$ cat config.mk
export PLATFORM = sky130hd
export DESIGN_NAME = sefa_div
export DESIGN_NICKNAME = d
export VERILOG_FILES = /design/src/design/sefa_pkg.sv /design/src/design/sefa_div.sv
export SDC_FILE = /design/constraint.sdc
export NUM_CORES = 1
export LEC_CHECK = 0
export ABC_AREA = 1
export BUFFER_PORTS_ARGS = -buffer_cell sky130_fd_sc_hd__clkbuf_2
export CORE_UTILIZATION = 63
export CTS_CLUSTER_SIZE = 10
export DETAILED_ROUTE_END_ITERATION = 8
export PLACE_DENSITY = 0.78
export SYNTH_ARGS = -nofsm -noshare
export SYNTH_HDL_FRONTEND = slang
export SYNTH_SLANG_ARGS = --single-unit
$ cat constraint.sdc
create_clock -name i_clk -period 12 [get_ports i_clk]
set_input_delay 1.2 -clock i_clk [delete_from_list [all_inputs] [get_ports i_clk]]
set_output_delay 1.2 -clock i_clk [all_outputs]
set_load 0.02 [all_outputs]
$ cat src/design/sefa_pkg.sv
// Shared types, widths and codes for the soft edge alpha feather unit.
// No dependencies; every other design file imports this package.
package sefa_pkg;

    localparam int POS_W      = 12;
    localparam int CH_W       = 8;
    localparam int SIZE_W     = 13;
    localparam int SOFT_W     = 16;
    localparam int QUO_W      = 16;
    localparam int FACT_W     = QUO_W + 1;
    localparam int REM_W      = SIZE_W + 1;
    localparam int PROD_W     = 2 * FACT_W;
    localparam int SCALE_W    = CH_W + FACT_W;

    localparam int DIV_STAGES = 4;
    localparam int DIV_STEPS  = QUO_W / DIV_STAGES;
    // input reg, edge classify, divider stages, product, output reg
    localparam int PIPE_DEPTH = DIV_STAGES + 4;

    localparam int MAX_DIM_DEF = 4096;

    localparam logic [FACT_W-1:0]  ONE_Q16    = FACT_W'(65536);
    localparam logic [FACT_W-1:0]  PASS_LIMIT = FACT_W'(65471);
    localparam logic [SCALE_W-1:0] ROUND_HALF = SCALE_W'(32768);

    // configuration port
    localparam int CFG_IDX_W  = 3;
    localparam int CFG_DATA_W = 16;

    localparam logic [CFG_IDX_W-1:0] REG_PATCH_WIDTH  = 3'd0;
    localparam logic [CFG_IDX_W-1:0] REG_PATCH_HEIGHT = 3'd1;
    localparam logic [CFG_IDX_W-1:0] REG_SOFT_LEFT    = 3'd2;
    localparam logic [CFG_IDX_W-1:0] REG_SOFT_RIGHT   = 3'd3;
    localparam logic [CFG_IDX_W-1:0] REG_SOFT_TOP     = 3'd4;
    localparam logic [CFG_IDX_W-1:0] REG_SOFT_BOTTOM  = 3'd5;

    localparam logic [SIZE_W-1:0] RST_PATCH_WIDTH  = SIZE_W'(1920);
    localparam logic [SIZE_W-1:0] RST_PATCH_HEIGHT = SIZE_W'(1080);

    // edge factor kinds
    localparam int KIND_W = 2;
    localparam logic [KIND_W-1:0] KIND_ONE  = 2'd0;
    localparam logic [KIND_W-1:0] KIND_ZERO = 2'd1;
    localparam logic [KIND_W-1:0] KIND_DIV  = 2'd2;

    typedef struct packed {
        logic [POS_W-1:0] pos_x;
        logic [POS_W-1:0] pos_y;
        logic [CH_W-1:0]  red_in;
        logic [CH_W-1:0]  green_in;
        logic [CH_W-1:0]  blue_in;
        logic [CH_W-1:0]  alpha_in;
    } t_pix_in;

    typedef struct packed {
        logic [CH_W-1:0] red_out;
        logic [CH_W-1:0] green_out;
        logic [CH_W-1:0] blue_out;
        logic [CH_W-1:0] alpha_out;
    } t_pix_out;

    typedef struct packed {
        logic [CH_W-1:0] red;
        logic [CH_W-1:0] green;
        logic [CH_W-1:0] blue;
        logic [CH_W-1:0] alpha;
    } t_rgba;

    // per-axis settings derived from the registers
    typedef struct packed {
        logic [SIZE_W-1:0] size;
        logic [SIZE_W-1:0] fe_near;
        logic [SIZE_W-1:0] fe_far;
    } t_axis_cfg;

    // divide request handed from the edge classifier to the divider
    typedef struct packed {
        logic [KIND_W-1:0] kind;
        logic [SIZE_W-1:0] num;
        logic [SIZE_W-1:0] den;
    } t_div_op;

endpackage

$ cat src/design/sefa_div.sv
// Pipelined restoring divider producing the Q1.16 edge factor
// floor(num * 2^16 / den), num < den; the one and zero kinds give 1.0 and 0. Depends on sefa_pkg.
module sefa_div (
    input  logic                          i_clk,
    input  logic                          i_en,
    input  sefa_pkg::t_div_op             i_op,
    output logic [sefa_pkg::FACT_W-1:0]   o_factor
);
    import sefa_pkg::*;

    logic [REM_W-1:0]  r_rem  [DIV_STAGES];
    logic [QUO_W-1:0]  r_quo  [DIV_STAGES];
    logic [SIZE_W-1:0] r_den  [DIV_STAGES];
    logic [KIND_W-1:0] r_kind [DIV_STAGES];

    for (genvar s = 0; s < DIV_STAGES; s++) begin : g_stage
        logic [REM_W-1:0]  rem_in, n_rem, shl;
        logic [QUO_W-1:0]  quo_in, n_quo;
        logic [SIZE_W-1:0] den_in;
        logic [KIND_W-1:0] kind_in;

        if (s == 0) begin : g_first
            assign rem_in  = {1'b0, i_op.num};
            assign quo_in  = '0;
            assign den_in  = i_op.den;
            assign kind_in = i_op.kind;
        end else begin : g_next
            assign rem_in  = r_rem[s-1];
            assign quo_in  = r_quo[s-1];
            assign den_in  = r_den[s-1];
            assign kind_in = r_kind[s-1];
        end

        // remainder stays below den, so the shift never loses a bit
        always_comb begin
            n_rem = rem_in;
            n_quo = quo_in;
            shl   = '0;
            for (int k = 0; k < DIV_STEPS; k++) begin
                shl = {n_rem[REM_W-2:0], 1'b0};
                if (shl >= {1'b0, den_in}) begin
                    n_rem = shl - {1'b0, den_in};
                    n_quo = {n_quo[QUO_W-2:0], 1'b1};
                end else begin
                    n_rem = shl;
                    n_quo = {n_quo[QUO_W-2:0], 1'b0};
                end
            end
        end

        always_ff @(posedge i_clk) begin
            if (i_en) begin
                r_rem[s]  <= n_rem;
                r_quo[s]  <= n_quo;
                r_den[s]  <= den_in;
                r_kind[s] <= kind_in;
            end
        end
    end

    always_comb begin
        unique case (r_kind[DIV_STAGES-1])
            KIND_ONE:  o_factor = ONE_Q16;
            KIND_ZERO: o_factor = '0;
            KIND_DIV:  o_factor = {1'b0, r_quo[DIV_STAGES-1]};
            default:   o_factor = ONE_Q16;
        endcase
    end

endmodule

==> flow_summary.json <==
{
  "outcome": "completed",
  "ff2ff_path_depth": 41,
  "tightest_slew_ns": 1.08,
  "worstReg2RegEnd": "r_rem[2][0]",
  "cap_violations": 0,
  "postCtsResizedCells": 0,
  "synth_area_leader_cell": "edfxtp_1",
  "min_period_over_period_pct": 77.0,
  "fin_nets": 2336,
  "die_w_um": 156,
  "ys_ff_latch": 126,
  "ios": 47,
  "hold_viol": 0,
  "fin_crit_ns": 9.24,
  "synth.avg_cell_area_um2": 7.23,
  "synth_cell_type_count": 51,
  "fp-row-count": 56,
  "critPathLaunchType": "register",
  "required_ns": 12.15,
  "max_slew_margin_pct": 27.4,
  "netlist_area_um2": 15000,
  "crit_end": "r_rem[2][0]",
  "grt_pass1_wl_mm": 61.4,
  "r2r_slack_ns": 2.76,
  "cts-root-buf": "clkbuf_16",
  "ys_top_cells_by_count": "nand2_1, inv_1, ha_1, a21oi_1, nor2_1",
  "cts_buffer_depth": 2,
  "arrival_ns": 9.38,
  "track_usage_pct": 31.5,
  "syn_nets": 2304,
  "crit_type": "register to register",
  "seq_area_frac_synth_pct": 25.2,
  "syn2layout_area_growth_pct": 6.65,
  "cp-startpoint": "r_den[1][0]",
  "gp_congestion": 0.961,
  "grt_max_degree": 66,
  "hold_buffers": 0,
  "ys.warnings.count": 0,
  "htreeDepth": 4,
  "cts_setup_buffers": 0,
  "setup_viol": 0,
  "grt-busiest-layer": "met2",
  "synth.top_cell.area_share_pct": 25.2,
  "worstHoldPathType": "register to register",
  "via_count": 13900,
  "drv_slew": 0,
  "grt_pass1_vias": 12900,
  "syn_inst": 2074,
  "drt_iter0_drc": 1113,
  "path_common_cell": "a21oi_1",
  "wl_per_cell_um": 15.5,
  "synth.most_common_cell": "nand2_1",
  "drc_errors": 0,
  "use_met2_pct": 51.8,
  "start_util_pct": 64.1,
  "core_area_um2": 23400,
  "clock_latency_ns": 0.43,
  "cts-buffers-inserted": 17,
  "clk_pin_slew_ns": 0.06,
  "max_freq_mhz": 108,
  "dieArea_um2": 24400,
  "fp.dieH_um": 156,
  "use_met3_pct": 5.10,
  "overflow": 0,
  "cp_max_fo": 24,
  "worst_setup_path_end_kind": "register",
  "synthFlopType": "edfxtp_1",
  "rsz0062_at_grt": "no",
  "port_buffers": 46,
  "ant_nets": 0,
  "slowest_stage": "nor3_2",
  "num_antenna_cells": 0,
  "finClkSkew_ns": 0.0156,
  "drtPass1Iterations": 6,
  "viasPerCell": 5.69,
  "crit_cells": 41,
  "dp_hpwl_mm": 30.1,
  "critPathBufInv": 4,
  "tns_ns": 0,
  "finalWirelength_mm": 37.8,
  "clock_sinks": 126,
  "cts_tree": "done",
  "synth_area_leaders": "edfxtp_1, ha_1, nand2_1",
  "synth-edff-count": 126,
  "n_fill_cell": 2064,
  "drive_gt1_share_pct": 7.74,
  "ys_async_sr_fraction_pct": 0,
  "antenna_found_initial": 0,
  "crit_family": "simple AND/OR/NAND/NOR gates",
  "use_met1_pct": 41.7,
  "max_stage_delay_ns": 0.70,
  "r2r_start": "r_den[1][0]"
}
==> state kept, by name, summed over array words and instances, names as in the netlist <==
| signal | flops |
|---|---|
| r_den | 39 |
| r_kind | 8 |
| r_quo | 40 |
| r_rem | 39 |
==> per-layer routing <==
| layer | wire length [um] | share of wire (%) |
|---|---|---|
| met1 | 17400 | 46 |
| met3 | 2280 | 6.0 |
| met5 | 0 | 0 |
| met4 | 914 | 2.4 |
| met2 | 17200 | 45 |
==> cell type report <==
| cell class | count | area [um2] | share of cell area [%] |
|---|---|---|---|
| Tap cell | 319 | 399 | 2.50 |
| Clock inverter | 15 | 158 | 0.986 |
| Inverter | 253 | 955 | 5.97 |
| Timing Repair Buffer | 47 | 240 | 1.50 |
| Multi-Input combinational cell | 1661 | 10000 | 62.7 |
| Clock buffer | 17 | 425 | 2.66 |
| Sequential cell | 126 | 3780 | 23.7 |
==> cells in the final DEF (no fill, tap or decap), types with 5 or more instances in the layout <==
cell and n:
a21boi_0 5, a21o_1 17, a21oi_1 167, a21oi_2 5, a31oi_1 11, clkbuf_16 17, clkbuf_2 45, edfxtp_1 126
ha_1 196, inv_1 238, inv_2 12, inv_6 5, nand2_1 547, nand2_2 14, nand3_1 115, nand3_2 10
nand4_1 21, nor2_1 135, nor2_2 10, nor3_1 22, o2111ai_1 6, o21a_1 14, o21ai_0 103, o21ai_1 47
o21ai_2 8, o21bai_1 11, or2_1 6, or2_2 9, xnor2_1 52, xor2_1 94
==> how the worst min path moves through the flow <==
stage | cells past startpoint | to | start | slack, ns
floorplan | 0 | r_kind[1][0] | r_kind[0][0] | 0.40
global placement | 0 | r_quo[3][8] | r_quo[2][4] | 0.40
detailed placement | 0 | r_kind[3][1] | r_kind[2][1] | 0.40
CTS | 0 | r_kind[2][0] | r_kind[1][0] | 0.41
global route | 0 | r_quo[3][12] | r_quo[2][8] | 0.43
finish | 0 | r_kind[2][0] | r_kind[1][0] | 0.42
==> kinds of logic after synthesis <==
logic type	share of synthesized area [%]
compound gates	15.6
xor+xnor	8.53
fa+ha+maj	16.9
buf+inv	7.87
flops	25.2
simple gates	25.8
==> metrics by stage <==
step                      util, %  std cells  setup WS (ns)  instance area (um2)  hold slack [ns]
after global placement       65.8       2406           3.14                15400            0.401
after global routing         68.3       2438           2.05                16000            0.425
final                        68.3       2438           2.76                16000            0.415
after CTS                    68.3       2438           2.87                16000            0.414
after detailed placement     65.8       2406           2.81                15400            0.405
after floorplan                 -       2074           4.28                15000            0.400
Power is not shown: default switching activity piles up to over one toggle a cycle in this logic, so the estimate is an artifact.
