**src/design/sefa_pkg.sv**
```systemverilog
// Shared types, widths and codes for the soft edge alpha feather unit.
// No dependencies; every other design file imports this package.
package sefa_pkg;

    localparam int POS_W      = 12;
    localparam int CH_W       = 8;
    localparam int SIZE_W     = 13;
    localparam int SOFT_W     = 16;
    localparam int QUO_W      = 16;
    localparam int FACT_W     = QUO_W + 1;
    localparam int REM_W      = SIZE_W + 1;
    localparam int PROD_W     = 2 * FACT_W;
    localparam int SCALE_W    = CH_W + FACT_W;

    localparam int DIV_STAGES = 4;
    localparam int DIV_STEPS  = QUO_W / DIV_STAGES;
    // input reg, edge classify, divider stages, product, output reg
    localparam int PIPE_DEPTH = DIV_STAGES + 4;

    localparam int MAX_DIM_DEF = 4096;

    localparam logic [FACT_W-1:0]  ONE_Q16    = FACT_W'(65536);
    localparam logic [FACT_W-1:0]  PASS_LIMIT = FACT_W'(65471);
    localparam logic [SCALE_W-1:0] ROUND_HALF = SCALE_W'(32768);

    // configuration port
    localparam int CFG_IDX_W  = 3;
    localparam int CFG_DATA_W = 16;

    localparam logic [CFG_IDX_W-1:0] REG_PATCH_WIDTH  = 3'd0;
    localparam logic [CFG_IDX_W-1:0] REG_PATCH_HEIGHT = 3'd1;
    localparam logic [CFG_IDX_W-1:0] REG_SOFT_LEFT    = 3'd2;
    localparam logic [CFG_IDX_W-1:0] REG_SOFT_RIGHT   = 3'd3;
    localparam logic [CFG_IDX_W-1:0] REG_SOFT_TOP     = 3'd4;
    localparam logic [CFG_IDX_W-1:0] REG_SOFT_BOTTOM  = 3'd5;

    localparam logic [SIZE_W-1:0] RST_PATCH_WIDTH  = SIZE_W'(1920);
    localparam logic [SIZE_W-1:0] RST_PATCH_HEIGHT = SIZE_W'(1080);

    // edge factor kinds
    localparam int KIND_W = 2;
    localparam logic [KIND_W-1:0] KIND_ONE  = 2'd0;
    localparam logic [KIND_W-1:0] KIND_ZERO = 2'd1;
    localparam logic [KIND_W-1:0] KIND_DIV  = 2'd2;

    typedef struct packed {
        logic [POS_W-1:0] pos_x;
        logic [POS_W-1:0] pos_y;
        logic [CH_W-1:0]  red_in;
        logic [CH_W-1:0]  green_in;
        logic [CH_W-1:0]  blue_in;
        logic [CH_W-1:0]  alpha_in;
    } t_pix_in;

    typedef struct packed {
        logic [CH_W-1:0] red_out;
        logic [CH_W-1:0] green_out;
        logic [CH_W-1:0] blue_out;
        logic [CH_W-1:0] alpha_out;
    } t_pix_out;

    typedef struct packed {
        logic [CH_W-1:0] red;
        logic [CH_W-1:0] green;
        logic [CH_W-1:0] blue;
        logic [CH_W-1:0] alpha;
    } t_rgba;

    // per-axis settings derived from the registers
    typedef struct packed {
        logic [SIZE_W-1:0] size;
        logic [SIZE_W-1:0] fe_near;
        logic [SIZE_W-1:0] fe_far;
    } t_axis_cfg;

    // divide request handed from the edge classifier to the divider
    typedef struct packed {
        logic [KIND_W-1:0] kind;
        logic [SIZE_W-1:0] num;
        logic [SIZE_W-1:0] den;
    } t_div_op;

endpackage

```
**src/design/sefa_blend.sv**
```systemverilog
// Factor product and alpha scaling, with the output register.
// Depends on sefa_pkg.
module sefa_blend (
    input  logic                          i_clk,
    input  logic                          i_en,
    input  logic [sefa_pkg::FACT_W-1:0]   i_fx,
    input  logic [sefa_pkg::FACT_W-1:0]   i_fy,
    input  sefa_pkg::t_rgba               i_pix,
    output sefa_pkg::t_pix_out            o_data
);
    import sefa_pkg::*;

    logic [PROD_W-1:0]  prod_full;
    logic [FACT_W-1:0]  r_prod;
    t_rgba              r_pix;
    logic [SCALE_W-1:0] scaled;
    t_pix_out           n_out, r_out;

    assign prod_full = i_fx * i_fy;

    always_ff @(posedge i_clk) begin
        if (i_en) begin
            r_prod <= prod_full[QUO_W+FACT_W-1:QUO_W];
            r_pix  <= i_pix;
        end
    end

    // alpha * product, round half up
    assign scaled = (SCALE_W'(r_pix.alpha) * SCALE_W'(r_prod)) + ROUND_HALF;

    always_comb begin
        n_out.red_out   = r_pix.red;
        n_out.green_out = r_pix.green;
        n_out.blue_out  = r_pix.blue;
        if (r_prod >= PASS_LIMIT) begin
            n_out.alpha_out = r_pix.alpha;
        end else begin
            n_out.alpha_out = scaled[QUO_W+CH_W-1:QUO_W];
        end
    end

    always_ff @(posedge i_clk) begin
        if (i_en) begin
            r_out <= n_out;
        end
    end

    assign o_data = r_out;

endmodule

```
**config.mk**
```make
export PLATFORM = sky130hd
export DESIGN_NAME = sefa_blend
export DESIGN_NICKNAME = d
export VERILOG_FILES = /design/src/design/sefa_pkg.sv /design/src/design/sefa_blend.sv
export SDC_FILE = /design/constraint.sdc
export NUM_CORES = 1
export LEC_CHECK = 0
export BUFFER_PORTS_ARGS = -buffer_cell sky130_fd_sc_hd__buf_2
export CAP_MARGIN = 5
export CELL_PAD_IN_SITES_DETAIL_PLACEMENT = 0
export CELL_PAD_IN_SITES_GLOBAL_PLACEMENT = 2
export CORE_MARGIN = 4
export CORE_UTILIZATION = 41
export DETAILED_ROUTE_END_ITERATION = 10
export GPL_ROUTABILITY_DRIVEN = 0
export PLACE_DENSITY_LB_ADDON = 0.1
export SETUP_SLACK_MARGIN = 0.05
export SLEW_MARGIN = 40
export SYNTH_ARGS = -nofsm -noshare
export SYNTH_HDL_FRONTEND = slang
export SYNTH_SLANG_ARGS = --single-unit
export TNS_END_PERCENT = 20
```
**constraint.sdc**
```tcl
create_clock -name i_clk -period 8.5 [get_ports i_clk]
set_input_delay 0.85 -clock i_clk [delete_from_list [all_inputs] [get_ports i_clk]]
set_output_delay 0.85 -clock i_clk [all_outputs]
set_load 0.05 [all_outputs]
```
==> key figures <==
STA
  • Transition time of the tightest slew-check pin: 0.792 ns
  • Min cycle time layout: between 6 and 7 ns
  • Post-route clock skew: roughly 0.0084 ns
  • Final worst setup slack: 1.96 ns
  • Endpoints failing setup: 0
  • Share of the clock period used by the worst path after layout: 0.769
  • Total count of hold-check failures in the final report: 0
  • Sum of negative setup slack: 0 ns
  • Highest attainable clock frequency: between 150 and 200 MHz
  • Setup repair after global routing missed its margin: no
  • Slew Limit Headroom: 0.472
  • Number of max-slew violations in the final report: 0

Die
  • Top-level I/O count: 100
  • Area of the die: approximately 41000 µm²
  • Core Footprint: between 30000 and 40000 µm²
  • Standard-cell rows: slightly above 70
  • Effective utilization at floorplan: 0.416
  • Horizontal die dimension: 203 µm
  • Height of the chip: slightly above 200 µm

Placed design
  • Worst slack, placed: between 1.5 and 2 ns
  • # port buffers: 99
  • Post-DP HPWL: 29900 µm
  • Instance count after placement with tap cells included: 2160

Global routing
  • Global-route usage over all layers: 0.189
  • Vias in the first global route: 11.4k
  • GR Overflow Total: 0
  • First-pass GRT wire length: 62300 µm
  • Largest net degree at the start of global routing: 82
  • Number of antenna violations at the first check in global routing: 0

Finish
  • Final Core Density: 0.449
  • Final standard cell count with taps included and fillers excluded: 2176
  • Fraction of final layout cells sized beyond drive strength 1: 0.0769
  • Area growth, synth to finish: 8.04%
  • Count of nets after finishing: around 2.2k
  • Ant diodes: 0
  • Commonest cells after routing, fill and taps aside: inv_1, fa_1, nand2_1, and2_1, ha_1
  • Most common cell after layout, fill and taps aside: inv_1

Critical path
  • Worst-path cell with the longest stage delay: fa_1
  • Worst-path maximum fanout: 17
  • R2R depth: 15
  • Kind of cell with the highest combined delay on the critical path: adder cells
  • Register-to-Register Setup Slack: 3.23 ns
  • Category of the worst setup path launch point: input pin
  • Capturing element type of the critical path: flop
  • Worst Setup Path Type: input pin to flop
  • Highest cell delay on the worst timing path: 0.54 ns
  • Worst flop-to-flop path startpoint: r_pix[2]
  • Worst reg2reg path endpoint: o_data[7]
  • Worst EP arrival: between 6 and 7 ns
  • Worst EP required: 8.58 ns
  • Ordered list of cells on the worst path: buf_2, nand2_1, fa_1, fa_1, fa_1, inv_1, fa_1, fa_1, inv_1, fa_1, inv_1, ha_1, a21oi_1, o21ai_1, a211oi_1, o21ai_1, a41oi_1, a21oi_1, xnor2_1
  • Number of buffer and inverter instances along the worst setup path: 4
  • CP dominant cell by count: fa_1

Drt
  • Routed Wire Length: 37900 µm
  • Number of DRC violations after detailed-routing iteration 0: 396
  • Number of nets with antenna violations after routing: 0
  • Drc violations: 0
  • Vias per cell: between 4 and 5
  • Routed vias: 10.4k
  • DRT Pass-1 Iters: 4
  • Routed wire length per instance: 17.4 µm

Clocking
  • Clock Root Buffer: clkbuf_16
  • Clock insertion delay at the later pin of the skew report: 0.33 ns
  • Post-cts resize count: 0
  • TritonCTS clock tree: built
  • Post-CTS Setup Repair Bufs: 0
  • Total of hold buffers inserted after clock tree synthesis: 0
  • Maximum clock path buffer count: 2
  • CTS Sinks: 81
  • Depth of the CTS H-tree: 3
  • Clock buffers created by TritonCTS: 9
  • Clock input transition at the sequential cells of the worst setup and hold paths: 0.06 ns

Min path
  • Worst min-delay path startpoint: n_out[29]
  • Class of the tightest hold or removal check: flop to flop
  • Hold Crit Depth: 0
  • Endpoint of the worst hold path: o_data[29]

Synthesis
  • Count of distinct cell types in the synthesized netlist: 41
  • Mean instance size in the synthesized netlist: 9.73 µm²
  • Commonest register cell after synthesis: edfxtp_1
  • Count of synthesis-stage warnings from yosys: 0
  • Post-synthesis cell count: 1605
  • Synth Net Count: approximately 2.1k
  • FFs w/ async S/R, synth: 0
  • Yosys reg bits: 81
  • Mapped cell area: 15600 µm²
  • Register area share after synthesis: 0.156
  • Count of flip-flops with a built-in enable after synthesis: between 80 and 90

Job
  • Number of violations of the max-capacitance limit: 0

Status
  • Status: complete, no violations
## cells in the mapped netlist, types with 4 or more instances
master      n  area (µm²)
a211oi_1    4        30.0
a21o_1      9        67.6
a21oi_1    30         150
and2_1    211        1320
and3_1      4        25.0
clkbuf_1   57         214
edfxtp_1   81        2430
fa_1      309        6190
ha_1      155        1940
inv_1     374        1400
mux2_2      4        45.0
nand2_1   229         860
nand3_1     9        45.0
nand4_1    12        75.1
nor2_1     16        60.1
nor3_1      4        20.0
o211ai_1    7        52.6
o21ai_0     8        40.0
o21ai_1    16        80.1
xnor2_1    21         184
xor2_1     12         105
## cell families (layout without fill, tap and decap cells)
logic type | count (synthesis) | after routing | synth area share
xor gates and xnor gates | 33 | 33 | 0.0185
and+or+nand+nor | 494 | 494 | 0.158
AOI/OAI and AO/OA | 96 | 96 | 0.0394
DFF | 81 | 81 | 0.156
adders and majority gates | 464 | 464 | 0.520
buffers and inverters | 431 | 491 | 0.104
muxes | 6 | 6 | 0.00425
## registers in the layout, indices dropped and copies added, names as in the netlist
signal and flops:
n_out 24, r_prod 17, o_data 32, r_pix 8
## worst max-delay path by stage
stage | slack [ns] | from | cells after the start | end
4_1_cts | 1.96 | i_fy[3] | 19 | r_prod[16]
3_3_place_gp | 1.64 | i_fy[3] | 19 | r_prod[15]
3_5_place_dp | 1.60 | i_fy[3] | 19 | r_prod[16]
6_report | 1.96 | i_fy[3] | 19 | r_prod[16]
5_1_grt | 1.60 | i_fy[3] | 19 | r_prod[16]
2_1_floorplan | 2.36 | i_fy[8] | 21 | r_prod[16]
## metrics by stage
stage | cell area (µm²) | hold WS (ns)
floorplan | 15600 | 0.400
detailed placement | 16600 | 0.405
CTS | 16900 | 0.419
global route | 16900 | 0.424
global placement | 16600 | 0.401
finish | 16900 | 0.419
## final cells by class
class / count / area, µm²
Tap cell: 511 / 639
Clock inverter: 7 / 83.8
Clock buffer: 9 / 225
Multi-Input combinational cell: 1093 / 11600
Fill cell: 3676 / 20700
Sequential cell: 81 / 2430
Inverter: 374 / 1400
Timing Repair Buffer: 101 / 517
## per-layer routing
metal | wire length, µm | track usage | vias to the layer above | share of wire
li1 | - | - | 4926 | -
met1 | 18500 | 0.279 | 5281 | 0.49
met2 | 17900 | 0.315 | 171 | 0.47
met3 | 1170 | 0.0175 | 17 | 0.031
met4 | 316 | 0.0263 | 0 | 0.0083
met5 | 0 | 0 | - | 0
Power is left out: the tool's default activity adds up to more than one toggle a clock period on the data nets, which glitch-free logic cannot reach.
