## src/design/sefa_pkg.sv

```systemverilog
// Shared types, widths and codes for the soft edge alpha feather unit.
// No dependencies; every other design file imports this package.
package sefa_pkg;

    localparam int POS_W      = 12;
    localparam int CH_W       = 8;
    localparam int SIZE_W     = 13;
    localparam int SOFT_W     = 16;
    localparam int QUO_W      = 16;
    localparam int FACT_W     = QUO_W + 1;
    localparam int REM_W      = SIZE_W + 1;
    localparam int PROD_W     = 2 * FACT_W;
    localparam int SCALE_W    = CH_W + FACT_W;

    localparam int DIV_STAGES = 4;
    localparam int DIV_STEPS  = QUO_W / DIV_STAGES;
    // input reg, edge classify, divider stages, product, output reg
    localparam int PIPE_DEPTH = DIV_STAGES + 4;

    localparam int MAX_DIM_DEF = 4096;

    localparam logic [FACT_W-1:0]  ONE_Q16    = FACT_W'(65536);
    localparam logic [FACT_W-1:0]  PASS_LIMIT = FACT_W'(65471);
    localparam logic [SCALE_W-1:0] ROUND_HALF = SCALE_W'(32768);

    // configuration port
    localparam int CFG_IDX_W  = 3;
    localparam int CFG_DATA_W = 16;

    localparam logic [CFG_IDX_W-1:0] REG_PATCH_WIDTH  = 3'd0;
    localparam logic [CFG_IDX_W-1:0] REG_PATCH_HEIGHT = 3'd1;
    localparam logic [CFG_IDX_W-1:0] REG_SOFT_LEFT    = 3'd2;
    localparam logic [CFG_IDX_W-1:0] REG_SOFT_RIGHT   = 3'd3;
    localparam logic [CFG_IDX_W-1:0] REG_SOFT_TOP     = 3'd4;
    localparam logic [CFG_IDX_W-1:0] REG_SOFT_BOTTOM  = 3'd5;

    localparam logic [SIZE_W-1:0] RST_PATCH_WIDTH  = SIZE_W'(1920);
    localparam logic [SIZE_W-1:0] RST_PATCH_HEIGHT = SIZE_W'(1080);

    // edge factor kinds
    localparam int KIND_W = 2;
    localparam logic [KIND_W-1:0] KIND_ONE  = 2'd0;
    localparam logic [KIND_W-1:0] KIND_ZERO = 2'd1;
    localparam logic [KIND_W-1:0] KIND_DIV  = 2'd2;

    typedef struct packed {
        logic [POS_W-1:0] pos_x;
        logic [POS_W-1:0] pos_y;
        logic [CH_W-1:0]  red_in;
        logic [CH_W-1:0]  green_in;
        logic [CH_W-1:0]  blue_in;
        logic [CH_W-1:0]  alpha_in;
    } t_pix_in;

    typedef struct packed {
        logic [CH_W-1:0] red_out;
        logic [CH_W-1:0] green_out;
        logic [CH_W-1:0] blue_out;
        logic [CH_W-1:0] alpha_out;
    } t_pix_out;

    typedef struct packed {
        logic [CH_W-1:0] red;
        logic [CH_W-1:0] green;
        logic [CH_W-1:0] blue;
        logic [CH_W-1:0] alpha;
    } t_rgba;

    // per-axis settings derived from the registers
    typedef struct packed {
        logic [SIZE_W-1:0] size;
        logic [SIZE_W-1:0] fe_near;
        logic [SIZE_W-1:0] fe_far;
    } t_axis_cfg;

    // divide request handed from the edge classifier to the divider
    typedef struct packed {
        logic [KIND_W-1:0] kind;
        logic [SIZE_W-1:0] num;
        logic [SIZE_W-1:0] den;
    } t_div_op;

endpackage

```

## src/design/sefa_cfg.sv

```systemverilog
// Configuration registers and per-axis feather widths derived from them.
// Depends on sefa_pkg.
module sefa_cfg #(
    parameter int unsigned MAX_DIM = sefa_pkg::MAX_DIM_DEF
) (
    input  logic                             i_clk,
    input  logic                             i_rst_n,
    input  logic                             i_wr,
    input  logic [sefa_pkg::CFG_IDX_W-1:0]   i_idx,
    input  logic [sefa_pkg::CFG_DATA_W-1:0]  i_wdata,
    output sefa_pkg::t_axis_cfg              o_ax,
    output sefa_pkg::t_axis_cfg              o_ay
);
    import sefa_pkg::*;

    logic [SIZE_W-1:0] r_width, r_height;
    logic [SOFT_W-1:0] r_soft_l, r_soft_r, r_soft_t, r_soft_b;
    t_axis_cfg         r_ax, r_ay, n_ax, n_ay;

    always_ff @(posedge i_clk) begin
        if (!i_rst_n) begin
            r_width  <= RST_PATCH_WIDTH;
            r_height <= RST_PATCH_HEIGHT;
            r_soft_l <= '0;
            r_soft_r <= '0;
            r_soft_t <= '0;
            r_soft_b <= '0;
        end else if (i_wr) begin
            unique case (i_idx)
                REG_PATCH_WIDTH:  r_width  <= i_wdata[SIZE_W-1:0];
                REG_PATCH_HEIGHT: r_height <= i_wdata[SIZE_W-1:0];
                REG_SOFT_LEFT:    r_soft_l <= i_wdata[SOFT_W-1:0];
                REG_SOFT_RIGHT:   r_soft_r <= i_wdata[SOFT_W-1:0];
                REG_SOFT_TOP:     r_soft_t <= i_wdata[SOFT_W-1:0];
                REG_SOFT_BOTTOM:  r_soft_b <= i_wdata[SOFT_W-1:0];
                default: ;
            endcase
        end
    end

    function automatic logic [SIZE_W-1:0] clamp_size(input logic [SIZE_W-1:0] sz);
        logic [SIZE_W-1:0] res;
        res = sz;
        if (32'(sz) > 32'(MAX_DIM)) begin
            res = SIZE_W'(MAX_DIM);
        end
        return res;
    endfunction

    // floor(frac * size / 2^16), capped at half the size
    function automatic logic [SIZE_W-1:0] feather(input logic [SOFT_W-1:0] frac,
                                                  input logic [SIZE_W-1:0] sz);
        logic [SOFT_W+SIZE_W-1:0] prod;
        logic [SIZE_W-1:0]        fe;
        logic [SIZE_W-1:0]        half;
        prod = frac * sz;
        fe   = prod[SOFT_W+SIZE_W-1:SOFT_W];
        half = sz >> 1;
        return (fe > half) ? half : fe;
    endfunction

    always_comb begin
        n_ax.size    = clamp_size(r_width);
        n_ax.fe_near = feather(r_soft_l, n_ax.size);
        n_ax.fe_far  = feather(r_soft_r, n_ax.size);
        n_ay.size    = clamp_size(r_height);
        n_ay.fe_near = feather(r_soft_t, n_ay.size);
        n_ay.fe_far  = feather(r_soft_b, n_ay.size);
    end

    // registered; updated in the cycle after a register write
    always_ff @(posedge i_clk) begin
        r_ax <= n_ax;
        r_ay <= n_ay;
    end

    assign o_ax = r_ax;
    assign o_ay = r_ay;

endmodule

```

## config.mk

```make
export PLATFORM = sky130hd
export DESIGN_NAME = sefa_cfg
export DESIGN_NICKNAME = d
export VERILOG_FILES = /design/src/design/sefa_pkg.sv /design/src/design/sefa_cfg.sv
export SDC_FILE = /design/constraint.sdc
export NUM_CORES = 2
export LEC_CHECK = 0
export ABC_AREA = 1
export ABC_CLOCK_PERIOD_IN_PS = 8100
export BUFFER_PORTS_ARGS = -buffer_cell sky130_fd_sc_hd__buf_2
export CAP_MARGIN = 5
export CORE_MARGIN = 2
export CORE_UTILIZATION = 53
export DETAILED_ROUTE_END_ITERATION = 6
export PLACE_DENSITY = 0.79
export SLEW_MARGIN = 10
export SYNTH_ARGS = -nofsm -noshare
export SYNTH_HDL_FRONTEND = slang
export SYNTH_SLANG_ARGS = --single-unit
```

## constraint.sdc

```tcl
create_clock -name i_clk -period 8.1 [get_ports i_clk]
set_input_delay 2.43 -clock i_clk [delete_from_list [all_inputs] [get_ports i_clk]]
set_output_delay 2.43 -clock i_clk [all_outputs]
set_load 0.1 [all_outputs]
```

==> run metrics <==
Synthesis Warnings=0; DP HPWL=76,100 um; peak supply drop=0.183 mV; Crit Path Class=reg -> reg; # hold bufs at CTS=0; Initial Util=53.4%; largest net degree at the start of global routing=91; worst-case headroom to the max-slew limit=37.7%; worst slew pin tran=0.934 ns; slowest cell on the critical path=sky130_fd_sc_hd__fa_1; Power per Cell Area=84.9 nW/um^2; cell type with the highest occurrence count on the critical path=sky130_fd_sc_hd__nand2_1; unrepaired setup endpoints after global routing=false; average wire per cell in the routed design=17.9 um; CP peak stage delay=0.52 ns; most common cell after layout, fill and taps aside=sky130_fd_sc_hd__inv_1; global-route wire length before repair=155,000 um; area added between synthesis and finish=5.65%; overall die height=256 um; leakage power figure=19.2 nW; CTS H-tree lvls=4; flops & latches, synth=168; die extent in x=256 um; outcome=finished, final reports clean; per-cell via count in the routed design=5.42; async set-or-reset flop fraction in the synthesized netlist=0%; achievable frequency=131 MHz; number of placement rows=92; dominant register cell in the synthesized netlist=sky130_fd_sc_hd__dfxtp_1; unique cell type count in the Yosys netlist=42; setup_tns=0 ns; largest buffer count on any clock path=2; number of placed I/O pins=100; vias in the first global route=30,000; post-synthesis instance area=33,600 sq um; largest fanout on the critical path=30; core region area=62,900 sq um; overall routed net length=95,900 um; sequential element share of the synthesized area=10.0%; max_cap viols=0; Clock transition at path regs=0.08 ns; GRT Overall Usage=30.1%; count of input and output buffers=99; remaining global-route overflow=0; die area=65,400 sq um; endpoint required time on the critical path=8.48 ns; antenna violations before repair=6; clock insertion delay at the later pin of the skew report=0.49 ns; clock root cell=sky130_fd_sc_hd__clkbuf_16; layout cell share with drive strength beyond 1=4.74%; count of vias placed by the detailed router=29,000; number of nets with antenna violations after detailed routing=0; hold crit path type=reg -> reg; # clock sinks=168; number of remaining DRC errors=0; Final Worst Setup Slack=0.494 ns; most used cells in the layout excluding fill and tap cells=sky130_fd_sc_hd__inv_1 (1,041), sky130_fd_sc_hd__nand2_1 (944), sky130_fd_sc_hd__fa_1 (612); share of the cycle needed by the critical path after routing=93.9%; Post-Syn Instances=4,475; Setup-failing EPs final=0; Post-CTS Setup Bufs=0; clock period minus final worst setup slack=7.61 ns; category of the worst setup path capture point=flop; average size of a mapped cell=7.51 sq um; crit start category=flop; Clock Skew=0.0175 ns; Post-synth EDFFs=0; TritonCTS clock tree=done; arrival time worst endpoint=7.98 ns; final slew viol count=0; number of clock buffers inserted by TritonCTS=17; Final nets=5,445; Initial DRT Pass Iterations=7; worst slack at placement=0.571 ns; final hold vios=0; number of violations reported at the end of detailed-routing iteration 0=2,852; placer congestion estimate=1.01
## timing repair
| item | 4_1_cts | 5_1_grt |
|---|---|---|
| hold endpoints to repair | 0 | 0 |
| setup endpoints to repair | 0 | 3 |
| gates resized for setup | 0 | 3 |
## final timing paths
kind,slack [ns],to,startpoint,cells past startpoint
worst max-delay path,0.49,o_ay[7],r_height[8],34
worst min-delay path,0.49,r_width[9],r_width[9],2
worst max register to register,0.49,o_ay[7],r_height[8],34
worst min register to register,0.49,r_width[9],r_width[9],2
## routing by layer
layer | vias up | global-route usage [%] | routed length (um) | part of all wire, %
met1 | 13800 | 37.5 | 36100 | 38
met2 | 1530 | 49.0 | 44000 | 46
met3 | 363 | 7.05 | 10400 | 11
met4 | 4 | 15.5 | 5410 | 5.6
li1 | 13300 | - | - | -
met5 | - | 0 | 25 | 0.026
## worst max-delay path, delay by kind of cell (launching register included)
kind            cells  cell delay [ns]
simple gates       16             1.76
buf+inv             6             1.29
fa+ha+maj           7             2.89
xor+xnor            1             0.48
flops               1             0.34
compound gates      4             0.70
## through the flow
step / utilization (%) / cell area (sq um) / hold WS (ns) / total power, mW / cells
after floorplan: - / 33600 / 0.445 / 1.84 / 4478
after global placement: 55.5 / 34900 / 0.470 / 2.15 / 5310
after detailed placement: 55.5 / 34900 / 0.466 / 2.17 / 5310
after CTS: 56.4 / 35500 / 0.484 / 3.00 / 5342
after global routing: 56.5 / 35500 / 0.506 / 3.16 / 5346
final: 56.5 / 35500 / 0.487 / 3.01 / 5346
## kinds of logic (layout without fill, tap and decap cells)
family	Yosys count	in the layout	share of synthesized area, %
adder cells (fa/ha/maj)	940	940	48.7
buffers and inverters	1227	1245	14.0
AO/OA/AOI/OAI	379	379	6.08
XOR/XNOR	27	27	0.704
flip-flops	168	168	10.0
AND/OR/NAND/NOR	1733	1733	20.5
other	1	8	0.0112
## cell type report
cell class,instances,area (sq um)
Clock inverter,15,158
Multi-Input combinational cell,3083,25600
Tap cell,846,1060
Fill cell,5803,27400
Sequential cell,168,3360
Antenna cell,4,10.0
Clock buffer,17,425
Inverter,1064,4000
Timing Repair Buffer,149,896
## registers in the layout, summed over array words and instances, names as in the netlist
| register | count |
|---|---|
| r_height | 13 |
| r_width | 13 |
| r_soft_b | 16 |
| r_soft_t | 16 |
| r_soft_r | 16 |
| o_ay | 39 |
| r_soft_l | 16 |
| o_ax | 39 |
## report_power, final
group          total [mW]  leakage [nW]  switching (mW)  internal [mW]
clock network       0.837         0.280           0.427          0.410
logic                1.24          17.6           0.917          0.325
registers           0.933          1.37          0.0510          0.881
total                3.01          19.2            1.40           1.62
## Yosys cell counts (4+ instances only)
cell                       number  area, sq um
sky130_fd_sc_hd__a21oi_1      190          951
sky130_fd_sc_hd__clkinv_1      19         71.3
sky130_fd_sc_hd__o211ai_1       9         67.6
sky130_fd_sc_hd__buf_4          4         30.0
sky130_fd_sc_hd__o21bai_1      14          105
sky130_fd_sc_hd__a21boi_0       4         30.0
sky130_fd_sc_hd__nand2_1      946         3550
sky130_fd_sc_hd__dfxtp_1      168         3360
sky130_fd_sc_hd__nor4_1        10         62.6
sky130_fd_sc_hd__nand2_2        9         56.3
sky130_fd_sc_hd__o21a_1         9         67.6
sky130_fd_sc_hd__xor2_1        23          201
sky130_fd_sc_hd__buf_1         45          169
sky130_fd_sc_hd__buf_6          8         90.1
sky130_fd_sc_hd__xnor2_1        4         35.0
sky130_fd_sc_hd__o21ai_0      130          651
sky130_fd_sc_hd__nand4_1       22          138
sky130_fd_sc_hd__nor3_1        36          180
sky130_fd_sc_hd__buf_2          9         45.0
sky130_fd_sc_hd__nor2_1       555         2080
sky130_fd_sc_hd__clkbuf_1      97          364
sky130_fd_sc_hd__fa_1         612        12300
sky130_fd_sc_hd__nand3_1      143          716
sky130_fd_sc_hd__a21o_1        17          128
sky130_fd_sc_hd__ha_1         328         4100
sky130_fd_sc_hd__inv_1       1041         3910
Note: power is estimated with default switching activity, not from simulation.
