[config.mk]
export PLATFORM = sky130hd
export DESIGN_NAME = sefa_edge
export DESIGN_NICKNAME = d
export VERILOG_FILES = /design/src/design/sefa_pkg.sv /design/src/design/sefa_edge.sv
export SDC_FILE = /design/constraint.sdc
export NUM_CORES = 1
export LEC_CHECK = 0
export BUFFER_PORTS_ARGS = -buffer_cell sky130_fd_sc_hd__buf_2
export CAP_MARGIN = 20
export CORE_MARGIN = 8
export CORE_UTILIZATION = 61
export CTS_BUF_LIST = sky130_fd_sc_hd__clkbuf_4 sky130_fd_sc_hd__clkbuf_8
export CTS_CLUSTER_SIZE = 28
export DETAILED_ROUTE_END_ITERATION = 7
export GPL_TIMING_DRIVEN = 0
export MAX_ROUTING_LAYER = met4
export PLACE_DENSITY = 0.89
export SETUP_SLACK_MARGIN = 0.15
export SYNTH_ARGS = -nofsm -noshare
export SYNTH_HDL_FRONTEND = slang
export SYNTH_SLANG_ARGS = --single-unit
export TNS_END_PERCENT = 50
[constraint.sdc]
create_clock -name i_clk -period 7.08 [get_ports i_clk]
set_input_delay 1.062 -clock i_clk [delete_from_list [all_inputs] [get_ports i_clk]]
set_output_delay 1.062 -clock i_clk [all_outputs]
set_load 0.1 [all_outputs]
[src/design/sefa_pkg.sv]
// Shared types, widths and codes for the soft edge alpha feather unit.
// No dependencies; every other design file imports this package.
package sefa_pkg;

    localparam int POS_W      = 12;
    localparam int CH_W       = 8;
    localparam int SIZE_W     = 13;
    localparam int SOFT_W     = 16;
    localparam int QUO_W      = 16;
    localparam int FACT_W     = QUO_W + 1;
    localparam int REM_W      = SIZE_W + 1;
    localparam int PROD_W     = 2 * FACT_W;
    localparam int SCALE_W    = CH_W + FACT_W;

    localparam int DIV_STAGES = 4;
    localparam int DIV_STEPS  = QUO_W / DIV_STAGES;
    // input reg, edge classify, divider stages, product, output reg
    localparam int PIPE_DEPTH = DIV_STAGES + 4;

    localparam int MAX_DIM_DEF = 4096;

    localparam logic [FACT_W-1:0]  ONE_Q16    = FACT_W'(65536);
    localparam logic [FACT_W-1:0]  PASS_LIMIT = FACT_W'(65471);
    localparam logic [SCALE_W-1:0] ROUND_HALF = SCALE_W'(32768);

    // configuration port
    localparam int CFG_IDX_W  = 3;
    localparam int CFG_DATA_W = 16;

    localparam logic [CFG_IDX_W-1:0] REG_PATCH_WIDTH  = 3'd0;
    localparam logic [CFG_IDX_W-1:0] REG_PATCH_HEIGHT = 3'd1;
    localparam logic [CFG_IDX_W-1:0] REG_SOFT_LEFT    = 3'd2;
    localparam logic [CFG_IDX_W-1:0] REG_SOFT_RIGHT   = 3'd3;
    localparam logic [CFG_IDX_W-1:0] REG_SOFT_TOP     = 3'd4;
    localparam logic [CFG_IDX_W-1:0] REG_SOFT_BOTTOM  = 3'd5;

    localparam logic [SIZE_W-1:0] RST_PATCH_WIDTH  = SIZE_W'(1920);
    localparam logic [SIZE_W-1:0] RST_PATCH_HEIGHT = SIZE_W'(1080);

    // edge factor kinds
    localparam int KIND_W = 2;
    localparam logic [KIND_W-1:0] KIND_ONE  = 2'd0;
    localparam logic [KIND_W-1:0] KIND_ZERO = 2'd1;
    localparam logic [KIND_W-1:0] KIND_DIV  = 2'd2;

    typedef struct packed {
        logic [POS_W-1:0] pos_x;
        logic [POS_W-1:0] pos_y;
        logic [CH_W-1:0]  red_in;
        logic [CH_W-1:0]  green_in;
        logic [CH_W-1:0]  blue_in;
        logic [CH_W-1:0]  alpha_in;
    } t_pix_in;

    typedef struct packed {
        logic [CH_W-1:0] red_out;
        logic [CH_W-1:0] green_out;
        logic [CH_W-1:0] blue_out;
        logic [CH_W-1:0] alpha_out;
    } t_pix_out;

    typedef struct packed {
        logic [CH_W-1:0] red;
        logic [CH_W-1:0] green;
        logic [CH_W-1:0] blue;
        logic [CH_W-1:0] alpha;
    } t_rgba;

    // per-axis settings derived from the registers
    typedef struct packed {
        logic [SIZE_W-1:0] size;
        logic [SIZE_W-1:0] fe_near;
        logic [SIZE_W-1:0] fe_far;
    } t_axis_cfg;

    // divide request handed from the edge classifier to the divider
    typedef struct packed {
        logic [KIND_W-1:0] kind;
        logic [SIZE_W-1:0] num;
        logic [SIZE_W-1:0] den;
    } t_div_op;

endpackage

[src/design/sefa_edge.sv]
// Edge classifier for one axis: picks near ramp, far ramp, flat, or zero past the patch
// when the far feather is set, and registers the divide request. Depends on sefa_pkg.
module sefa_edge (
    input  logic                         i_clk,
    input  logic                         i_en,
    input  logic [sefa_pkg::POS_W-1:0]   i_pos,
    input  sefa_pkg::t_axis_cfg          i_cfg,
    output sefa_pkg::t_div_op            o_op
);
    import sefa_pkg::*;

    logic [SIZE_W-1:0] pos_e;
    logic              near_hit, far_hit;
    t_div_op           n_op, r_op;

    assign pos_e    = {1'b0, i_pos};
    assign near_hit = (i_cfg.fe_near != '0) && (pos_e < i_cfg.fe_near);
    assign far_hit  = (i_cfg.fe_far != '0) && (pos_e >= (i_cfg.size - i_cfg.fe_far));

    always_comb begin
        n_op.kind = KIND_ONE;
        n_op.num  = '0;
        n_op.den  = SIZE_W'(1);
        priority if (near_hit) begin
            n_op.kind = KIND_DIV;
            n_op.num  = pos_e;
            n_op.den  = i_cfg.fe_near;
        end else if (far_hit) begin
            if (pos_e >= i_cfg.size) begin
                n_op.kind = KIND_ZERO;   // beyond the patch
            end else begin
                n_op.kind = KIND_DIV;
                n_op.num  = i_cfg.size - SIZE_W'(1) - pos_e;
                n_op.den  = i_cfg.fe_far;
            end
        end else begin
            n_op.kind = KIND_ONE;
        end
    end

    always_ff @(posedge i_clk) begin
        if (i_en) begin
            r_op <= n_op;
        end
    end

    assign o_op = r_op;

endmodule

==> results.yml, run 1 <==
status:
  status: "finished clean"
clocking:
  numClockSinks: 28
  cts_setup_buffers: 0
  cts_buffers: 3
  cts_resized: 0
  cts.hold.buffers_added: 0
  root_buffer: "clkbuf_8"
  htree_levels: 1
  clk_pin_slew_ps: 90
  cts_tree: "done"
  cts_max_path_buffers: 2
logic_synthesis:
  synthArstFlopShare: 0
  synth.distinct_cells: 52
  netlist_area_um2: 3400
  syn-num-nets: 483
  synth_top_area_share: 0.247
  syn_inst: 370
  synth_edf_count: 28
  yosys.area.top_type: "edfxtp_1"
  yosys_most_used_dff: "edfxtp_1"
  synth_seq_cells: 28
  yosys_warnings: 0
  synth-seq-area-share: 0.247
  synth_area_leaders: "edfxtp_1, ha_1, o31ai_2"
  avgSynthCellArea_um2: 9.20
power_and_ir_drop:
  max-vdd-ir-drop_uv: 110
  totalPowerFinal_w: 0.000693
  p_per_area_nw_per_um2: 176
  p_leak_nw: 1.95
placed_design:
  placed_area_um2: 3890
  io_buffers: 80
  dp_hpwl_um: 7800
  place_congestion: 0.914
timing:
  slew_viol_final: 0
  worst_pin_slew_ps: 648
  rsz0062_at_grt: "false"
  finalHoldViolCount: 0
  layout_min_cycle_time_ps: 4390
  setup_tns_ps: 0
  slew_headroom: 0.568
  fin_crit_sh: 0.620
  max_clock_freq_mhz: 228
  finalSetupViolations: 0
  fin_hold_ws_ps: 1090
layout:
  final_cell_mix: "buf_2, ha_1, inv_1"
  diodes: 0
  fillers: 446
  area_delta_synth_final_pct: 15.6
  largest_reg_flops: 28
  fin_area_um2: 3940
  multiInputGateArea_um2: 2300
  layout_commonest_cell: "buf_2"
  regArea_um2: 841
  drive_above_1_share: 0.260
  fin_nets: 568
die:
  fp-row-count: 27
  die_area_um2: 8230
  core_area_um2: 5440
  die_h_um: 90.7
  die-width_um: 90.7
  initial_core_util: 0.626
  top_level_ports: 81
global_routing:
  antenna_found_initial: 0
  track_usage: 0.223
  gr-total-overflow: 0
  grt_max_degree: 29
  grt_pass1_vias: 3138
  grt_first_pass_wirelength_um: 14900
hold_path:
  hp-class: "input pin to flop"
  min_to: "o_op[12]"
  hold_depth: 2
  holdCritStartpoint: "i_cfg[25]"
drt:
  drcViolationCount: 0
  wl_um: 8890
  drtAntennaViolNets: 0
  drt_iter0_drc: 212
  wire_per_inst_um: 16.9
  num_vias: 3046
  drtPass1Iterations: 4
  viasPerCell: 5.80
setup_path:
  slowest_delay_ps: 530
  worstSetupEndpointType: "flop"
  worstSetupPathType: "input pin to flop"
  worst_setup_path_start_kind: "input pin"
  crit_path_top_delay_cell: "a2111oi_0"
  crit_arrival_ps: 4410
  crit_fanout: 10
  worstPathRequired_ps: 7100
  path_cells: "buf_2 -> ha_1 -> fa_1 -> nand2b_1 -> a21o_1 -> a21oi_1 -> o21ai_0 -> nand2b_1 -> xnor2_1 -> ha_1 -> a2111oi_0 -> o211ai_1 -> o211a_1 -> nand4_4 -> buf_6 -> o31ai_2"
run:
  maxCapViolCount: 0
## Yosys cell counts, types with 5 or more instances
| library cell | n |
|---|---|
| o21ai_0 | 11 |
| nand2_1 | 32 |
| xor2_1 | 13 |
| nand4_1 | 7 |
| o31ai_2 | 16 |
| nor3_1 | 13 |
| o31ai_1 | 5 |
| inv_1 | 51 |
| edfxtp_1 | 28 |
| nor2_1 | 16 |
| a21o_1 | 14 |
| ha_1 | 58 |
| a21oi_1 | 18 |
| xnor2_1 | 7 |
| a211oi_1 | 6 |
| nand2b_1 | 10 |
| o21a_1 | 6 |
## cells by family after synthesis
logic type      count (synthesis)  share of synthesized area
compound gates                108                      0.259
fa+ha+maj                      60                      0.225
mux                             1                    0.00404
simple gates                   93                      0.137
xor+xnor                       20                     0.0515
flops                          28                      0.247
buf+inv                        60                     0.0761
## layout make-up
cell class	count	area share
multi-input cells	282	0.585
well taps	72	0.0229
plain buffers	9	0.0172
flip-flops and latches	28	0.214
clock buffers	3	0.0105
inverters	51	0.0486
repair buffers	80	0.102
## how the worst max path moves through the flow
stage	startpoint	to	slack (ps)	cells past startpoint
2_1_floorplan	i_cfg[26]	o_op[22]	3000	16
5_1_grt	i_cfg[0]	o_op[21]	2540	16
4_1_cts	i_cfg[0]	o_op[22]	2710	16
6_report	i_cfg[0]	o_op[22]	2690	16
3_3_place_gp	i_cfg[1]	o_op[22]	2420	16
3_5_place_dp	i_cfg[0]	o_op[22]	2430	16
## stage by stage
stage               cells  setup WS (ps)  utilization
floorplan             370           3000            -
CTS                   525           2710        0.723
finish                525           2690        0.723
global placement      522           2420        0.716
global route          525           2540        0.723
detailed placement    522           2430        0.716
## power breakdown
group / leakage (nW) / switching [W] / internal (W)
Sequential: 0.272 / 0.00000297 / 0.000203
Combinational: 1.65 / 0.000285 / 0.000119
Clock: 0.0216 / 0.0000451 / 0.0000381
## per-layer routing
metal | wire length (um) | part of all wire | vias to the layer above | global-route usage
met5 | 0 | 0 | - | -
met2 | 4240 | 0.48 | 97 | 0.373
met4 | 210 | 0.024 | 0 | 0.0735
met1 | 3930 | 0.44 | 1404 | 0.271
li1 | - | - | 1522 | -
met3 | 500 | 0.056 | 23 | 0.0266
## critical path: cells and delay by family
family / cells / cell delay [ps]
buffers and inverters: 2 / 330
AO/OA/AOI/OAI: 7 / 1510
XOR/XNOR: 1 / 130
AND/OR/NAND/NOR: 3 / 470
adder cells (fa/ha/maj): 3 / 900
Power figures use the tool's default switching activity.
==> run 2: changes to the inputs <==
--- a/config.mk
+++ b/config.mk
@@ -5,16 +5,17 @@
 export SDC_FILE = /design/constraint.sdc
 export NUM_CORES = 1
 export LEC_CHECK = 0
+export ABC_AREA = 1
 export BUFFER_PORTS_ARGS = -buffer_cell sky130_fd_sc_hd__buf_2
 export CAP_MARGIN = 20
 export CORE_MARGIN = 8
-export CORE_UTILIZATION = 61
+export CORE_UTILIZATION = 57
 export CTS_BUF_LIST = sky130_fd_sc_hd__clkbuf_4 sky130_fd_sc_hd__clkbuf_8
 export CTS_CLUSTER_SIZE = 28
 export DETAILED_ROUTE_END_ITERATION = 7
 export GPL_TIMING_DRIVEN = 0
 export MAX_ROUTING_LAYER = met4
-export PLACE_DENSITY = 0.89
+export PLACE_DENSITY = 0.83
 export SETUP_SLACK_MARGIN = 0.15
 export SYNTH_ARGS = -nofsm -noshare
 export SYNTH_HDL_FRONTEND = slang
==> constraint.sdc (replaced) <==
create_clock -name i_clk -period 4.45 [get_ports i_clk]
set_input_delay 0.6675 -clock i_clk [delete_from_list [all_inputs] [get_ports i_clk]]
set_output_delay 0.6675 -clock i_clk [all_outputs]
set_load 0.1 [all_outputs]
==> results.yml, run 2 <==
timing:
  rsz0062_at_grt: "false"
  worst_slack_ps: 802
  slew_headroom: 0.609
  worst_pin_slew_ps: 586
  max_clock_freq_mhz: 274
  setup_tns_ps: 0
  finalHoldViolCount: 0
  fin_crit_sh: 0.820
  slew_viol_final: 0
  finalSetupViolations: 0
  fin_hold_ws_ps: 719
  layout_min_cycle_time_ps: 3650
setup_path:
  crit_buf_inv: 3
  crit_arrival_ps: 3650
  crit_top_cell: "nand2_1"
  path_cells: "buf_2 -> ha_1 -> fa_1 -> nand3b_1 -> nand2_1 -> a21oi_1 -> o21ai_0 -> xor2_1 -> ha_1 -> nand2_1 -> inv_1 -> nor3_1 -> nand2_1 -> nand2_1 -> nand2_1 -> nand2_1 -> nand2_2 -> buf_2 -> nand4_1 -> o21ai_1"
  slowest_delay_ps: 400
  worstPathRequired_ps: 4460
  cp_top_family: "simple AND/OR/NAND/NOR gates"
  worstSetupPathType: "input pin to flop"
  worstSetupEndpointType: "flop"
  worst_setup_path_start_kind: "input pin"
  crit_fanout: 10
  crit_path_top_delay_cell: "fa_1"
clocking:
  cts_max_path_buffers: 2
  cts_resized: 0
  clk_pin_slew_ps: 90
  htree_levels: 1
  cts_tree: "done"
  cts_setup_buffers: 0
  numClockSinks: 28
  root_buffer: "clkbuf_8"
  cts.hold.buffers_added: 0
  cts_buffers: 3
logic_synthesis:
  syn-num-nets: 607
  netlist_area_um2: 3610
  synth-seq-area-share: 0.233
  yosys_most_used_dff: "edfxtp_1"
  synth_seq_cells: 28
  avgSynthCellArea_um2: 7.31
  yosys.area.top_type: "edfxtp_1"
  synth.distinct_cells: 37
  synthArstFlopShare: 0
  yosys-top-cells-count: "nand2_1, inv_1, ha_1"
  yosys_warnings: 0
  syn_inst: 494
  synth.most_common_cell: "nand2_1"
  synth_edf_count: 28
  synth_top_area_share: 0.233
  synth_area_leaders: "edfxtp_1, ha_1, nand2_1"
layout:
  largest_reg_flops: 28
  fin_nets: 692
  area_delta_synth_final_pct: 15.7
  fillers: 591
  layout_commonest_cell: "nand2_1"
  drive_above_1_share: 0.192
  final_cell_mix: "nand2_1, buf_2, inv_1"
  diodes: 0
die:
  die-width_um: 95.6
  fp-row-count: 29
  top_level_ports: 81
  initial_core_util: 0.579
  core_area_um2: 6240
  die_area_um2: 9140
  die_h_um: 95.6
hold_path:
  hold_depth: 3
  hp-class: "input pin to flop"
  holdCritStartpoint: "i_cfg[21]"
  min_to: "o_op[8]"
global_routing:
  grt.busiest_layer: "met2"
  gr-total-overflow: 0
  use_met2: 0.386
  use_met3: 0.0205
  antenna_found_initial: 0
  grt_first_pass_wirelength_um: 16300
  grt_max_degree: 29
  grt_pass1_vias: 3478
  use_met1: 0.293
  track_usage: 0.232
power_and_ir_drop:
  max-vdd-ir-drop_uv: 312
  p_per_area_nw_per_um2: 287
  totalPowerFinal_w: 0.00120
  p_leak_nw: 2.18
drt:
  wl_um: 10200
  drtPass1Iterations: 7
  drtAntennaViolNets: 0
  drcViolationCount: 1
  drt_iter0_drc: 192
  num_vias: 3612
  wire_per_inst_um: 15.5
  viasPerCell: 5.51
status:
  violations: "design-rule violations"
  status: "complete, but fails checks"
placed_design:
  io_buffers: 80
  place_congestion: 0.959
  place_ws_ps: 546
  dp_hpwl_um: 8810
run:
  maxCapViolCount: 0
-- run 2: power breakdown --
group	leakage (nW)	internal (W)	total (W)	switching (W)
Sequential	0.272	0.000323	0.000329	0.00000596
Combinational	1.88	0.000191	0.000677	0.000487
Clock	0.0357	0.000120	0.000194	0.0000733
Total	2.18	0.000634	0.00120	0.000566
-- run 2: area by class of cell --
type / instances / area, um2 / share of cell area
Tap cell: 77 / 96.3 / 0.0231
Inverter: 81 / 304 / 0.0728
Sequential cell: 28 / 841 / 0.201
Multi-Input combinational cell: 372 / 2360 / 0.565
Clock buffer: 3 / 41.3 / 0.00988
Clock inverter: 1 / 30.0 / 0.00719
Timing Repair Buffer: 80 / 400 / 0.0958
Buffer: 13 / 105 / 0.0251
-- run 2: metrics by stage --
step	instance area, um2	util	std cells
final	4180	0.670	655
after CTS	4180	0.670	655
after detailed placement	4110	0.658	651
after global placement	4110	0.658	651
after global routing	4180	0.670	655
after floorplan	3610	-	494
-- run 2: worst max-delay path by stage --
stage	cells after the start	startpoint	slack [ps]	end
2_1_floorplan	20	i_cfg[26]	1080	o_op[10]
3_3_place_gp	20	i_cfg[0]	570	o_op[11]
3_5_place_dp	20	i_cfg[0]	550	o_op[13]
4_1_cts	20	i_cfg[0]	820	o_op[13]
5_1_grt	20	i_cfg[0]	550	o_op[5]
6_report	20	i_cfg[0]	800	o_op[13]
-- run 2: cells by family after synthesis --
group	synth area share
XOR/XNOR	0.0437
AND/OR/NAND/NOR	0.271
adder cells (fa/ha/maj)	0.212
AO/OA/AOI/OAI	0.128
flip-flops	0.233
buffers and inverters	0.113
-- run 2: per-layer routing --
metal,vias up,routed length (um)
li1,1847,-
met1,1592,4510
met2,150,4720
met3,23,700
met4,0,234
met5,-,0
-- run 2: tightest hold or removal path, stage by stage --
cell     delay (ps)
buf_2           100
nand2_1          50
o21ai_1          60
==> run 3: changes to the inputs <==
==> constraint.sdc (replaced) <==
create_clock -name i_clk -period 3.45 [get_ports i_clk]
set_input_delay 0.5175 -clock i_clk [delete_from_list [all_inputs] [get_ports i_clk]]
set_output_delay 0.5175 -clock i_clk [all_outputs]
set_load 0.1 [all_outputs]
==> results.yml, run 3 (synthesized netlist as in run 2, its figures left out) <==
clocking:
  root_buffer: "clkbuf_8"
  cts_tree: "done"
  cts.hold.buffers_added: 0
  cts_buffers: 3
  numClockSinks: 28
  clk_pin_slew_ps: 90
  cts_max_path_buffers: 2
  htree_levels: 1
layout:
  final_cell_mix: "nand2_1, buf_2, inv_1"
  final_cells: 658
  drive_above_1_share: 0.212
  area_delta_synth_final_pct: 17.9
  largest_reg_flops: 28
  diodes: 0
  layout_commonest_cell: "nand2_1"
  fin_area_um2: 4260
  fin_nets: 695
  fillers: 578
status:
  status: "finished clean"
timing:
  slew_headroom: 0.605
  finalSetupViolations: 0
  fin_hold_ws_ps: 569
  worst_pin_slew_ps: 592
  fin_crit_sh: 0.907
  slew_viol_final: 0
  max_clock_freq_mhz: 319
  worst_slack_ps: 320
  rsz0062_at_grt: "false"
  finalHoldViolCount: 0
  layout_min_cycle_time_ps: 3130
global_routing:
  gr-total-overflow: 0
  track_usage: 0.233
  grt_pass1_vias: 3495
  grt_max_degree: 29
  antenna_found_initial: 0
  grt_first_pass_wirelength_um: 16400
setup_path:
  worstSetupPathType: "input pin to flop"
  worst_setup_path_start_kind: "input pin"
  crit_fanout: 10
  worstSetupEndpointType: "flop"
  crit_arrival_ps: 3140
  worstPathRequired_ps: 3460
placed_design:
  placed_area_um2: 4110
  dp_hpwl_um: 8810
  post-place-cells: 651
  place_ws_ps: -304
  io_buffers: 80
  place_congestion: 0.959
drt:
  drt_iter0_drc: 188
  drcViolationCount: 0
  drtPass1Iterations: 5
  viasPerCell: 5.51
  drtAntennaViolNets: 0
  num_vias: 3624
  wl_um: 10200
  wire_per_inst_um: 15.5
power_and_ir_drop:
  p_leak_nw: 2.21
  max-vdd-ir-drop_uv: 406
  totalPowerFinal_w: 0.00158
  p_per_area_nw_per_um2: 371
run:
  maxCapViolCount: 0
die:
  die-width_um: 95.6
  die_area_um2: 9140
  core_area_um2: 6240
  fp-row-count: 29
  initial_core_util: 0.579
  top_level_ports: 81
  die_h_um: 95.6
hold_path:
  hp-class: "input pin to flop"
-- run 3: metal layers --
metal	up-vias	share of wire	global-route usage
met5	-	0	-
li1	1858	-	-
met4	0	0.025	0.0666
met2	146	0.47	0.388
met1	1597	0.44	0.294
met3	23	0.071	0.0205
-- run 3: report_power, final --
part / switching [W] / total (W) / internal, W
Combinational: 0.000640 / 0.000905 / 0.000265
Sequential: 0.00000775 / 0.000424 / 0.000416
Clock: 0.0000972 / 0.000252 / 0.000155
Total: 0.000745 / 0.00158 / 0.000836
-- run 3: stage by stage --
step	util	setup TNS [ps]
3_5_place_dp	0.658	-6280
4_1_cts	0.673	0
3_3_place_gp	0.658	-5860
5_1_grt	0.682	0
6_report	0.682	0
2_1_floorplan	-	0
-- run 3: cell type report --
| cell class | count | area, um2 | share of cell area |
|---|---|---|---|
| Multi-Input combinational cell | 372 | 2410 | 0.565 |
| Sequential cell | 28 | 841 | 0.197 |
| Timing Repair Buffer | 83 | 423 | 0.0993 |
| Inverter | 81 | 304 | 0.0714 |
| Buffer | 13 | 115 | 0.0270 |
| Tap cell | 77 | 96.3 | 0.0226 |
| Clock buffer | 3 | 41.3 | 0.00970 |
| Clock inverter | 1 | 30.0 | 0.00705 |
-- run 3: timing repair --
action                                  in CTS  in global routing
endpoints found under the setup margin      22                 28
resized for setup                            6                  9
pin swaps                                    2                  6
buffers inserted                             1                  2
-- run 3: critical path, cell delays in order --
cell and delay, ps:
buf_2 150, ha_4 190, fa_2 340, nand3b_1 180, nand2_2 110, a21oi_2 80
o21ai_1 210, xor2_1 180, ha_1 270, nand2_1 70, inv_1 40, nor3_2 130
nand2_1 90, nand2_1 60, nand2_1 50, nand2_2 80, nand2_4 90, buf_6 150
nand4_1 80, o21ai_1 80
-- run 3: final timing paths --
| check | slack [ps] | end | cells after the start | from |
|---|---|---|---|---|
| setup / recovery | 320 | o_op[13] | 20 | i_cfg[0] |
| hold / removal | 570 | o_op[8] | 3 | i_cfg[21] |
